$ cat src/rtl/core/assert_macros.svh
// Assertion macros shared by the tokenizer RTL.
// Included by every module that carries concurrent checks; no other dependencies.
`ifndef ASSERT_MACROS_SVH
`define ASSERT_MACROS_SVH
`ifndef SYNTHESIS
// Check prop at every rising edge, held off while reset is low.
`define ASSERT_RST(label, clk, rst_n, prop, msg) \
    label: assert property (@(posedge clk) disable iff (!rst_n) prop) else $error(msg);
// Check that cons holds in the cycle after ante, held off while reset is low.
`define ASSERT_NEXT(label, clk, rst_n, ante, cons, msg) \
    label: assert property (@(posedge clk) disable iff (!rst_n) (ante) |=> (cons)) \
        else $error(msg);
`else
`define ASSERT_RST(label, clk, rst_n, prop, msg)
`define ASSERT_NEXT(label, clk, rst_n, ante, cons, msg)
`endif
`endif

$ cat src/rtl/core/gtn_pkg.sv
// Shared types, token codes, character constants and character classes
// for the grammar notation tokenizer. No dependencies.
`timescale 1ns / 1ps

package gtn_pkg;

    localparam int LINE_W         = 16;
    localparam int NAME_LIMIT_DEF = 256;
    localparam int QDEPTH         = 4;

    // token kinds
    localparam logic [3:0] KIND_NEWLINE    = 4'd0;
    localparam logic [3:0] KIND_NAME       = 4'd1;
    localparam logic [3:0] KIND_EQUALS     = 4'd2;
    localparam logic [3:0] KIND_BAR        = 4'd3;
    localparam logic [3:0] KIND_COMMA      = 4'd4;
    localparam logic [3:0] KIND_LPAREN     = 4'd5;
    localparam logic [3:0] KIND_RPAREN     = 4'd6;
    localparam logic [3:0] KIND_LBRACE     = 4'd7;
    localparam logic [3:0] KIND_RBRACE     = 4'd8;
    localparam logic [3:0] KIND_SEMI       = 4'd9;
    localparam logic [3:0] KIND_QUOTED     = 4'd10;
    localparam logic [3:0] KIND_OTHER      = 4'd11;
    localparam logic [3:0] KIND_END        = 4'd12;
    localparam logic [3:0] KIND_DISCARD    = 4'd13;
    localparam logic [3:0] KIND_OPEN_CMT   = 4'd14;
    localparam logic [3:0] KIND_MISS_QUOTE = 4'd15;

    // characters
    localparam logic [7:0] CH_EQ     = 8'h3D;
    localparam logic [7:0] CH_BAR    = 8'h7C;
    localparam logic [7:0] CH_COMMA  = 8'h2C;
    localparam logic [7:0] CH_LPAR   = 8'h28;
    localparam logic [7:0] CH_RPAR   = 8'h29;
    localparam logic [7:0] CH_LBRACE = 8'h7B;
    localparam logic [7:0] CH_RBRACE = 8'h7D;
    localparam logic [7:0] CH_SEMI   = 8'h3B;
    localparam logic [7:0] CH_STAR   = 8'h2A;
    localparam logic [7:0] CH_USCORE = 8'h5F;
    localparam logic [7:0] CH_SQUOTE = 8'h27;
    localparam logic [7:0] CH_DQUOTE = 8'h22;
    localparam logic [7:0] CH_BSLASH = 8'h5C;
    localparam logic [7:0] CH_LOW_N  = 8'h6E;
    localparam logic [7:0] CH_LF     = 8'h0A;
    localparam logic [7:0] CH_TAB    = 8'h09;
    localparam logic [7:0] CH_CR     = 8'h0D;
    localparam logic [7:0] CH_SPACE  = 8'h20;

    // one result item without its line number
    typedef struct packed {
        logic [3:0] kind;
        logic [7:0] lex;
        logic       empty;
        logic       last;
    } t_res;

    // all results caused by one input item
    typedef struct packed {
        logic [1:0]        cnt;
        t_res [2:0]        res;
        logic [LINE_W-1:0] line;
    } t_bundle;

    function automatic t_res mk_res(logic [3:0] kind, logic [7:0] lex,
                                    logic empty, logic last);
        t_res r;
        r.kind  = kind;
        r.lex   = empty ? 8'h00 : lex;
        r.empty = empty;
        r.last  = last;
        return r;
    endfunction

    function automatic logic is_space(logic [7:0] c);
        return (c == CH_SPACE) || ((c >= CH_TAB) && (c <= CH_CR));
    endfunction

    function automatic logic is_alpha(logic [7:0] c);
        return ((c >= 8'h61) && (c <= 8'h7A)) || ((c >= 8'h41) && (c <= 8'h5A));
    endfunction

    function automatic logic is_name_char(logic [7:0] c);
        return is_alpha(c) || ((c >= 8'h30) && (c <= 8'h39)) || (c == CH_USCORE);
    endfunction

endpackage

$ cat src/rtl/core/gtn_front.sv
// Front end: lexer state, classifies each byte and builds its result bundle.
// Depends on gtn_pkg and assert_macros.svh.
`timescale 1ns / 1ps
`include "assert_macros.svh"

module gtn_front #(
    parameter int NAME_LIMIT = gtn_pkg::NAME_LIMIT_DEF
) (
    input  logic            i_clk,
    input  logic            i_rst_n,
    input  logic            i_valid,
    input  logic            i_op,
    input  logic [7:0]      i_ch,
    output logic            o_push,
    output gtn_pkg::t_bundle o_bundle
);
    import gtn_pkg::*;

    localparam int LenW = $clog2(NAME_LIMIT);
    localparam logic [LenW-1:0] LenMax = LenW'(NAME_LIMIT - 1);

    localparam logic [2:0] M_IDLE    = 3'd0;
    localparam logic [2:0] M_WS      = 3'd1;
    localparam logic [2:0] M_NAME    = 3'd2;
    localparam logic [2:0] M_PAREN   = 3'd3;
    localparam logic [2:0] M_COMMENT = 3'd4;
    localparam logic [2:0] M_CSTAR   = 3'd5;
    localparam logic [2:0] M_QUOTE1  = 3'd6;
    localparam logic [2:0] M_QUOTE2  = 3'd7;

    logic [2:0]        r_mode, n_mode;
    logic [7:0]        r_held, n_held;
    logic [LenW-1:0]   r_len, n_len;
    logic [7:0]        r_qc, n_qc;
    logic              r_qdbl, n_qdbl;
    logic [LINE_W-1:0] r_line, n_line;

    logic       pre_v;
    t_res       pre_r;
    logic       run_idle;
    logic [1:0] t_n;
    t_res       t0, t1;
    logic [7:0] q;
    t_bundle    bnd;

    always_comb begin
        n_mode   = r_mode;
        n_held   = r_held;
        n_len    = r_len;
        n_qc     = r_qc;
        n_qdbl   = r_qdbl;
        pre_v    = 1'b0;
        pre_r    = '0;
        run_idle = 1'b0;
        t_n      = 2'd0;
        t0       = '0;
        t1       = '0;
        q        = r_qdbl ? CH_DQUOTE : CH_SQUOTE;

        if (i_op) begin
            // end of text: flush the pending construct, then the end token
            case (r_mode)
                M_NAME: begin
                    pre_v = 1'b1;
                    pre_r = mk_res(KIND_NAME, r_held, 1'b0, 1'b1);
                end
                M_PAREN: begin
                    pre_v = 1'b1;
                    pre_r = mk_res(KIND_LPAREN, CH_LPAR, 1'b0, 1'b1);
                end
                M_COMMENT, M_CSTAR: begin
                    pre_v = 1'b1;
                    pre_r = mk_res(KIND_OPEN_CMT, 8'h00, 1'b1, 1'b1);
                end
                M_QUOTE1, M_QUOTE2: begin
                    pre_v = 1'b1;
                    pre_r = mk_res(KIND_MISS_QUOTE, 8'h00, 1'b1, 1'b1);
                end
                default: begin
                    pre_v = 1'b0;
                end
            endcase
            t_n    = 2'd1;
            t0     = mk_res(KIND_END, 8'h00, 1'b1, 1'b1);
            n_mode = M_IDLE;
            n_len  = '0;
            n_qdbl = 1'b0;
        end else begin
            case (r_mode)
                M_WS: begin
                    run_idle = !is_space(i_ch);
                end
                M_NAME: begin
                    if (is_name_char(i_ch)) begin
                        if (r_len >= LenMax) begin
                            pre_v    = 1'b1;
                            pre_r    = mk_res(KIND_DISCARD, 8'h00, 1'b1, 1'b1);
                            n_len    = '0;
                            run_idle = 1'b1;
                        end else begin
                            pre_v  = 1'b1;
                            pre_r  = mk_res(KIND_NAME, r_held, 1'b0, 1'b0);
                            n_held = i_ch;
                            n_len  = r_len + LenW'(1);
                        end
                    end else begin
                        pre_v    = 1'b1;
                        pre_r    = mk_res(KIND_NAME, r_held, 1'b0, 1'b1);
                        n_len    = '0;
                        run_idle = 1'b1;
                    end
                end
                M_PAREN: begin
                    if (i_ch == CH_STAR) begin
                        n_mode = M_COMMENT;
                    end else begin
                        pre_v    = 1'b1;
                        pre_r    = mk_res(KIND_LPAREN, CH_LPAR, 1'b0, 1'b1);
                        run_idle = 1'b1;
                    end
                end
                M_COMMENT: begin
                    if (i_ch == CH_STAR) begin
                        n_mode = M_CSTAR;
                    end
                end
                M_CSTAR: begin
                    if (i_ch == CH_RPAR) begin
                        n_mode = M_IDLE;
                    end else if (i_ch != CH_STAR) begin
                        n_mode = M_COMMENT;
                    end
                end
                M_QUOTE1: begin
                    if (i_ch == q) begin
                        pre_v  = 1'b1;
                        pre_r  = mk_res(KIND_QUOTED, 8'h00, 1'b1, 1'b1);
                        n_mode = M_IDLE;
                    end else begin
                        n_qc   = i_ch;
                        n_mode = M_QUOTE2;
                    end
                end
                M_QUOTE2: begin
                    if (i_ch == q) begin
                        pre_v  = 1'b1;
                        pre_r  = mk_res(KIND_QUOTED, r_qc, 1'b0, 1'b1);
                        n_mode = M_IDLE;
                    end else begin
                        pre_v    = 1'b1;
                        pre_r    = mk_res(KIND_MISS_QUOTE, 8'h00, 1'b1, 1'b1);
                        run_idle = 1'b1;
                    end
                end
                default: begin
                    run_idle = 1'b1;
                end
            endcase

            // start a new construct with the current byte
            if (run_idle) begin
                n_mode = M_IDLE;
                if (i_ch == CH_LF) begin
                    t_n = 2'd2;
                    t0  = mk_res(KIND_NEWLINE, CH_BSLASH, 1'b0, 1'b0);
                    t1  = mk_res(KIND_NEWLINE, CH_LOW_N, 1'b0, 1'b1);
                end else if (is_space(i_ch)) begin
                    n_mode = M_WS;
                end else if (is_alpha(i_ch) || (i_ch == CH_USCORE)) begin
                    n_mode = M_NAME;
                    n_held = i_ch;
                    n_len  = LenW'(1);
                end else begin
                    t_n = 2'd1;
                    case (i_ch)
                        CH_EQ:     t0 = mk_res(KIND_EQUALS, i_ch, 1'b0, 1'b1);
                        CH_BAR:    t0 = mk_res(KIND_BAR, i_ch, 1'b0, 1'b1);
                        CH_COMMA:  t0 = mk_res(KIND_COMMA, i_ch, 1'b0, 1'b1);
                        CH_RPAR:   t0 = mk_res(KIND_RPAREN, i_ch, 1'b0, 1'b1);
                        CH_LBRACE: t0 = mk_res(KIND_LBRACE, i_ch, 1'b0, 1'b1);
                        CH_RBRACE: t0 = mk_res(KIND_RBRACE, i_ch, 1'b0, 1'b1);
                        CH_SEMI:   t0 = mk_res(KIND_SEMI, i_ch, 1'b0, 1'b1);
                        CH_LPAR: begin
                            t_n    = 2'd0;
                            n_mode = M_PAREN;
                        end
                        CH_SQUOTE: begin
                            t_n    = 2'd0;
                            n_mode = M_QUOTE1;
                            n_qdbl = 1'b0;
                        end
                        CH_DQUOTE: begin
                            t_n    = 2'd0;
                            n_mode = M_QUOTE1;
                            n_qdbl = 1'b1;
                        end
                        default:   t0 = mk_res(KIND_OTHER, i_ch, 1'b0, 1'b1);
                    endcase
                end
            end
        end

        if (i_op) begin
            n_line = LINE_W'(1);
        end else if ((i_ch == CH_LF) && (r_line != {LINE_W{1'b1}})) begin
            n_line = r_line + LINE_W'(1);
        end else begin
            n_line = r_line;
        end

        // pack the leading result ahead of the trailing ones
        bnd.line = r_line;
        if (pre_v) begin
            bnd.cnt    = t_n + 2'd1;
            bnd.res[0] = pre_r;
            bnd.res[1] = t0;
            bnd.res[2] = t1;
        end else begin
            bnd.cnt    = t_n;
            bnd.res[0] = t0;
            bnd.res[1] = t1;
            bnd.res[2] = '0;
        end
    end

    assign o_push   = i_valid && (bnd.cnt != 2'd0);
    assign o_bundle = bnd;

    always_ff @(posedge i_clk) begin
        if (!i_rst_n) begin
            r_mode <= M_IDLE;
            r_len  <= '0;
            r_qdbl <= 1'b0;
            r_line <= LINE_W'(1);
        end else if (i_valid) begin
            r_mode <= n_mode;
            r_len  <= n_len;
            r_qdbl <= n_qdbl;
            r_line <= n_line;
        end
    end

    always_ff @(posedge i_clk) begin
        if (i_valid) begin
            r_held <= n_held;
            r_qc   <= n_qc;
        end
    end

    `ASSERT_RST(a_name_len, i_clk, i_rst_n, (r_mode == M_NAME) |-> (r_len != '0), "name mode with zero length")
    `ASSERT_NEXT(a_end_reset, i_clk, i_rst_n, i_valid && i_op, (r_line == LINE_W'(1)) && (r_mode == M_IDLE), "end of text did not restart state")

endmodule

$ cat src/rtl/core/gtn_queue.sv
// Short bundle queue between the front and back ends.
// Depends on gtn_pkg and assert_macros.svh.
`timescale 1ns / 1ps
`include "assert_macros.svh"

module gtn_queue (
    input  logic             i_clk,
    input  logic             i_rst_n,
    input  logic             i_push,
    input  gtn_pkg::t_bundle i_data,
    output logic             o_full,
    input  logic             i_pop,
    output gtn_pkg::t_bundle o_data,
    output logic             o_empty
);
    import gtn_pkg::*;

    localparam int PtrW = $clog2(QDEPTH);
    localparam int CntW = $clog2(QDEPTH + 1);

    t_bundle         r_mem [QDEPTH];
    logic [PtrW-1:0] r_wr, r_rd;
    logic [CntW-1:0] r_cnt;
    logic            do_push, do_pop;

    assign o_full  = (r_cnt == CntW'(QDEPTH));
    assign o_empty = (r_cnt == '0);
    assign do_push = i_push && !o_full;
    assign do_pop  = i_pop && !o_empty;
    assign o_data  = r_mem[r_rd];

    always_ff @(posedge i_clk) begin
        if (!i_rst_n) begin
            r_wr  <= '0;
            r_rd  <= '0;
            r_cnt <= '0;
        end else begin
            if (do_push) begin
                r_wr <= (r_wr == PtrW'(QDEPTH - 1)) ? '0 : r_wr + PtrW'(1);
            end
            if (do_pop) begin
                r_rd <= (r_rd == PtrW'(QDEPTH - 1)) ? '0 : r_rd + PtrW'(1);
            end
            if (do_push && !do_pop) begin
                r_cnt <= r_cnt + CntW'(1);
            end else if (do_pop && !do_push) begin
                r_cnt <= r_cnt - CntW'(1);
            end
        end
    end

    always_ff @(posedge i_clk) begin
        if (do_push) begin
            r_mem[r_wr] <= i_data;
        end
    end

    `ASSERT_RST(a_cnt_bound, i_clk, i_rst_n, r_cnt <= CntW'(QDEPTH), "queue count past depth")
    `ASSERT_NEXT(a_cnt_up, i_clk, i_rst_n, do_push && !do_pop, r_cnt == $past(r_cnt) + CntW'(1), "queue count did not advance on push")

endmodule

$ cat src/rtl/core/gtn_back.sv
// Back end: holds one bundle and hands its results out one transfer at a time.
// Depends on gtn_pkg and assert_macros.svh.
`timescale 1ns / 1ps
`include "assert_macros.svh"

module gtn_back (
    input  logic                      i_clk,
    input  logic                      i_rst_n,
    input  logic                      i_q_empty,
    input  gtn_pkg::t_bundle          i_q_data,
    output logic                      o_q_pop,
    input  logic                      i_pop,
    output logic                      o_empty,
    output gtn_pkg::t_res             o_res,
    output logic [gtn_pkg::LINE_W-1:0] o_line
);
    import gtn_pkg::*;

    logic       r_valid;
    t_bundle    r_bundle;
    logic [1:0] r_idx;
    logic       at_last;
    logic       take;

    assign at_last = (r_idx == (r_bundle.cnt - 2'd1));
    // load the next bundle when empty or when the last result leaves
    assign take    = !i_q_empty && (!r_valid || (i_pop && at_last));
    assign o_q_pop = take;
    assign o_empty = !r_valid;
    assign o_res   = r_bundle.res[r_idx];
    assign o_line  = r_bundle.line;

    always_ff @(posedge i_clk) begin
        if (!i_rst_n) begin
            r_valid <= 1'b0;
            r_idx   <= 2'd0;
        end else if (take) begin
            r_valid <= 1'b1;
            r_idx   <= 2'd0;
        end else if (i_pop && r_valid) begin
            if (at_last) begin
                r_valid <= 1'b0;
                r_idx   <= 2'd0;
            end else begin
                r_idx <= r_idx + 2'd1;
            end
        end
    end

    always_ff @(posedge i_clk) begin
        if (take) begin
            r_bundle <= i_q_data;
        end
    end

    `ASSERT_RST(a_idx_range, i_clk, i_rst_n, r_valid |-> (r_idx < r_bundle.cnt), "result index past bundle count")
    `ASSERT_NEXT(a_mid_hold, i_clk, i_rst_n, i_pop && r_valid && !at_last, r_valid, "bundle dropped before its last result")

endmodule

$ cat src/rtl/core/grammar_notation_tokenizer.sv
// Top level of the grammar notation tokenizer: front end, bundle queue, back end.
// Depends on gtn_pkg, gtn_front, gtn_queue and gtn_back.
`timescale 1ns / 1ps

// Grammar text goes in one byte per transfer (op = 0), with op = 1 marking the
// end of a text; tokens come out as a queue of result items, one lexeme
// character per item, last = 1 on the final item of each token. A byte is
// accepted in every cycle while full is low; each byte yields zero to three
// result items, which the back end delivers one per cycle while pop is high,
// so the sustained rate is one byte per cycle as long as the output side takes
// about one result per byte. The lexer state advances once per byte in the front
// end; its results wait in a four-entry bundle queue, and full rises only when
// that queue is full. A byte's first result passes through the queue and the
// back-end bundle register. Names stream out with one character held
// back, so a name's last character leaves with the byte that follows it.
// Comments (* *) produce nothing; error items (discard of an overlong name,
// unclosed comment, missing quote) carry the line number, which saturates at
// 65535 and restarts at one after each end of text.
module grammar_notation_tokenizer #(
    parameter int NAME_LIMIT = gtn_pkg::NAME_LIMIT_DEF
) (
    input  logic                       i_clk,
    input  logic                       i_rst_n,
    input  logic                       push,
    output logic                       full,
    input  logic                       i_op,
    input  logic [7:0]                 i_ch,
    output logic                       empty,
    input  logic                       pop,
    output logic [3:0]                 o_kind,
    output logic [7:0]                 o_lexeme_char,
    output logic                       o_empty_res,
    output logic                       o_last,
    output logic [gtn_pkg::LINE_W-1:0] o_line
);
    import gtn_pkg::*;

    logic    in_xfer;
    logic    f_push;
    t_bundle f_bundle;
    logic    q_empty;
    t_bundle q_data;
    logic    q_pop;
    t_res    cur;

    // accept a byte whenever the queue has room
    assign in_xfer = push && !full;

    gtn_front #(
        .NAME_LIMIT(NAME_LIMIT)
    ) u_front (
        .i_clk    (i_clk),
        .i_rst_n  (i_rst_n),
        .i_valid  (in_xfer),
        .i_op     (i_op),
        .i_ch     (i_ch),
        .o_push   (f_push),
        .o_bundle (f_bundle)
    );

    // bytes with no result never enter the queue
    gtn_queue u_queue (
        .i_clk   (i_clk),
        .i_rst_n (i_rst_n),
        .i_push  (f_push),
        .i_data  (f_bundle),
        .o_full  (full),
        .i_pop   (q_pop),
        .o_data  (q_data),
        .o_empty (q_empty)
    );

    gtn_back u_back (
        .i_clk     (i_clk),
        .i_rst_n   (i_rst_n),
        .i_q_empty (q_empty),
        .i_q_data  (q_data),
        .o_q_pop   (q_pop),
        .i_pop     (pop),
        .o_empty   (empty),
        .o_res     (cur),
        .o_line    (o_line)
    );

    assign o_kind        = cur.kind;
    assign o_lexeme_char = cur.lex;
    assign o_empty_res   = cur.empty;
    assign o_last        = cur.last;

endmodule
$ cat config.mk
export PLATFORM = sky130hd
export DESIGN_NAME = grammar_notation_tokenizer
export DESIGN_NICKNAME = d
export VERILOG_FILES = /design/src/rtl/core/gtn_pkg.sv /design/src/rtl/core/gtn_front.sv /design/src/rtl/core/gtn_queue.sv /design/src/rtl/core/gtn_back.sv /design/src/rtl/core/grammar_notation_tokenizer.sv
export VERILOG_INCLUDE_DIRS = /design/src /design/src/rtl/core
export SDC_FILE = /design/constraint.sdc
export NUM_CORES = 1
export LEC_CHECK = 0
export ABC_AREA = 1
export BUFFER_PORTS_ARGS = -buffer_cell sky130_fd_sc_hd__buf_2
export CORE_MARGIN = 10
export CORE_UTILIZATION = 46
export CTS_BUF_LIST = sky130_fd_sc_hd__clkbuf_4 sky130_fd_sc_hd__clkbuf_8
export CTS_CLUSTER_DIAMETER = 40
export CTS_CLUSTER_SIZE = 28
export DETAILED_ROUTE_END_ITERATION = 8
export GPL_ROUTABILITY_DRIVEN = 0
export PLACE_DENSITY = 0.74
export RECOVER_POWER = 50
export REMOVE_ABC_BUFFERS = 1
export SLEW_MARGIN = 10
export SYNTH_ARGS = -nofsm -noshare
export SYNTH_HDL_FRONTEND = slang
export SYNTH_SLANG_ARGS = --single-unit
$ cat constraint.sdc
create_clock -name i_clk -period 4.6 [get_ports i_clk]
set_input_delay 0.46 -clock i_clk [delete_from_list [all_inputs] [get_ports i_clk]]
set_output_delay 0.46 -clock i_clk [all_outputs]
set_load 0.005 [all_outputs]
==> results_dict.tcl <==
set metrics [dict create \
    outcome "finished with violations" \
    violations "capacitance limit, slew limit" \
    start_kind "flip-flop" \
    htree_num_levels 1 \
    fin_crit_ns 3.88 \
    drt_iter0_drc 868 \
    syn_area_per_cell_um2 10.9 \
    layout-drive-gt1-share_pct 9.18 \
    timing.critical_path.mode_cell "inv_1" \
    die_area_um2 34600 \
    slew_viol_final 97 \
    maxSlewHeadroom_pct -21.7 \
    synthFlopType "edfxtp_1" \
    worst_pin_slew_ns 1.83 \
    final_area_um2 13800 \
    crit_buf_inv 4 \
    setup_viol 0 \
    clock_path_buffers 3 \
    synth-edff-count 251 \
    crit_fanout 15 \
    max_freq_mhz 258 \
    drc_errors 0 \
    yosys.area.top_type "edfxtp_1" \
    start_util_pct 47.0 \
    vdd_drop_max_mv 0.284 \
    die_w_um 186 \
    antennaDiodeCount 0 \
    viasPerCell 5.64 \
    clock_sinks 289 \
    crit_family "simple AND/OR/NAND/NOR gates" \
    core_area_um2 27000 \
    hold_viol 0 \
    cts_tree "built" \
    critPathSlowestCell "dfxtp_1" \
    hpwl_um 18000 \
    cts_buffers 31 \
    cp_cell_sequence "inv_1 > nor2_1 > nand2_1 > inv_1 > nand2_1 > nand2_4 > nand3_4 > nand3_1 > nand2_1 > inv_1 > ha_1 > inv_1 > fa_1 > a21oi_1 > o21ai_0 > o21ai_0 > a21oi_1" \
    synth-async-reset-ratio_pct 0 \
    worst_ep_arrival_time_ns 4.36 \
    max_stage_delay_ns 0.44 \
    synthTopCellsByCount "251 x edfxtp_1, 188 x nor2_1, 136 x o21ai_0, 132 x nand2_1, 77 x inv_1" \
    cp_data_required_time_ns 5.08 \
    grt_max_degree 97 \
    ys_types 49 \
    dr.pass1.iters 5 \
    wl_um 28000 \
    fin_nets 1217 \
    ant_nets 0 \
    synth_warnings 0 \
    postCtsSetupBuffers 0 \
    clock_latency_ns 0.60 \
    io_pins 45 \
    rsz0062_at_grt "false" \
    antenna_found_initial 1 \
    clk_pin_slew_ns 0.09 \
    powerDensity_nw_per_um2 524 \
    portBuffers 44 \
    cts.hold.buffers_added 0 \
    synth_top_area_share_pct 59.4 \
    hold_class "in -> reg" \
    fillCellCount 2339 \
    period_share_pct 84.3 \
    end_kind "flip-flop" \
    netlist_top_cells_area "edfxtp_1 59%, dfxtp_1 6.0%, nor2_1 5.6%" \
    clock_skew_ns 0.0197 \
    synth_area_um2 12700 \
    timing.setup.tns_ns 0 \
    cts_root_buffer "clkbuf_8" \
    grt_pass1_wl_um 44600 \
    post_drt_wl_per_cell_um 17.9 \
    grtUsageTotal_pct 16.0 \
    place_area_um2 13200 \
    grt_pass1_vias 8483 \
    maxCapViolations 1 \
    critical_path_class "reg -> reg" \
    synthCells 1167 \
    vias 8798 \
    placementRows 60 \
    post-synth-top-count-cell "edfxtp_1" \
    area_delta_synth_final_pct 8.67 \
    synth-seq-cells 289 \
    die_height_um 186 \
    overflow 0 \
    p_leak_nw 4.70 \
    cts_resized 0 \
    ys_seq_area_share_pct 65.4 \
]
[per-stage QoR]
stage	hold WS, ns	power (mW)	setup WS [ns]	cells	util, %
after floorplan	0.456	4.70	0.411	1103	-
final	0.181	7.23	0.722	1561	51.0
after detailed placement	0.488	5.43	1.01	1503	48.7
after global routing	0.175	7.62	0.344	1561	51.0
after CTS	0.0725	7.34	1.01	1561	51.6
after global placement	0.478	5.35	1.13	1503	48.7
[logic make-up (layout without fill, tap and decap cells)]
family,after synthesis,in the layout,synth area share [%]
buf+inv,148,201,5.26
fa+ha+maj,9,9,0.946
xor+xnor,11,11,0.759
compound gates,273,273,11.9
simple gates,437,437,15.8
flops,289,289,65.4
[layout by cell type (no fill, tap or decap), types with 7 or more instances in the layout]
cell,count
a21oi_1,51
nand2_4,7
o211ai_1,8
inv_1,76
nand4_1,14
xor2_1,8
o21ai_1,7
nand2_1,135
clkbuf_8,31
nor2_1,185
edfxtp_1,251
o22ai_1,48
buf_4,7
o21ai_0,139
nand3_1,48
ha_1,8
clkbuf_1,43
dfxtp_1,38
nor3_1,23
clkinv_8,7
[power by group]
part | internal, mW | switching [mW] | total (mW)
sequential | 3.48 | 0.130 | 3.61
clock | 0.892 | 1.04 | 1.93
combinational | 0.461 | 1.23 | 1.69
[flip-flops by register name, indices dropped and copies added, names as in the netlist]
| signal | flops |
|---|---|
| u_queue.r_mem | 188 |
| u_back.r_bundle | 31 |
| u_back.o_line | 16 |
| u_front.r_line | 16 |
| u_front.r_held | 8 |
| u_front.r_len | 8 |
| u_front.r_qc | 8 |
| u_front.r_mode | 3 |
| u_queue.r_cnt | 3 |
| u_back.r_idx | 2 |
| u_queue.r_rd | 2 |
| u_queue.r_wr | 2 |
| u_back.r_valid | 1 |
| u_front.r_qdbl | 1 |
[path summary, 6_finish.rpt]
kind                                         from  slack (ns)                to  cells after the start
worst max-delay path            u_front.r_mode[1]        0.72  u_queue.r_cnt[2]                     17
worst min-delay path                      i_ch[7]        0.18   u_front.r_qc[7]                      1
worst max register to register  u_front.r_mode[1]        0.72  u_queue.r_cnt[2]                     17
worst min register to register   u_front.r_len[4]        0.50  u_front.r_len[4]                      2
[area by class of cell]
class / instances / area [um2] / area share [%]
Tap cell: 341 / 427 / 3.09
Inverter: 84 / 317 / 2.30
Clock buffer: 32 / 434 / 3.15
Multi-Input combinational cell: 730 / 3680 / 26.7
Clock inverter: 26 / 333 / 2.41
Sequential cell: 289 / 8300 / 60.2
Timing Repair Buffer: 59 / 304 / 2.20
[routing by layer]
| layer | routed length (um) | vias to the layer above | track usage [%] |
|---|---|---|---|
| met1 | 12100 | 4217 | 21.2 |
| met3 | 2080 | 53 | 2.52 |
| li1 | - | 4175 | - |
| met2 | 13200 | 351 | 26.6 |
| met4 | 625 | 2 | 5.29 |
| met5 | 10 | - | 0 |
Power figures use the tool's default switching activity.
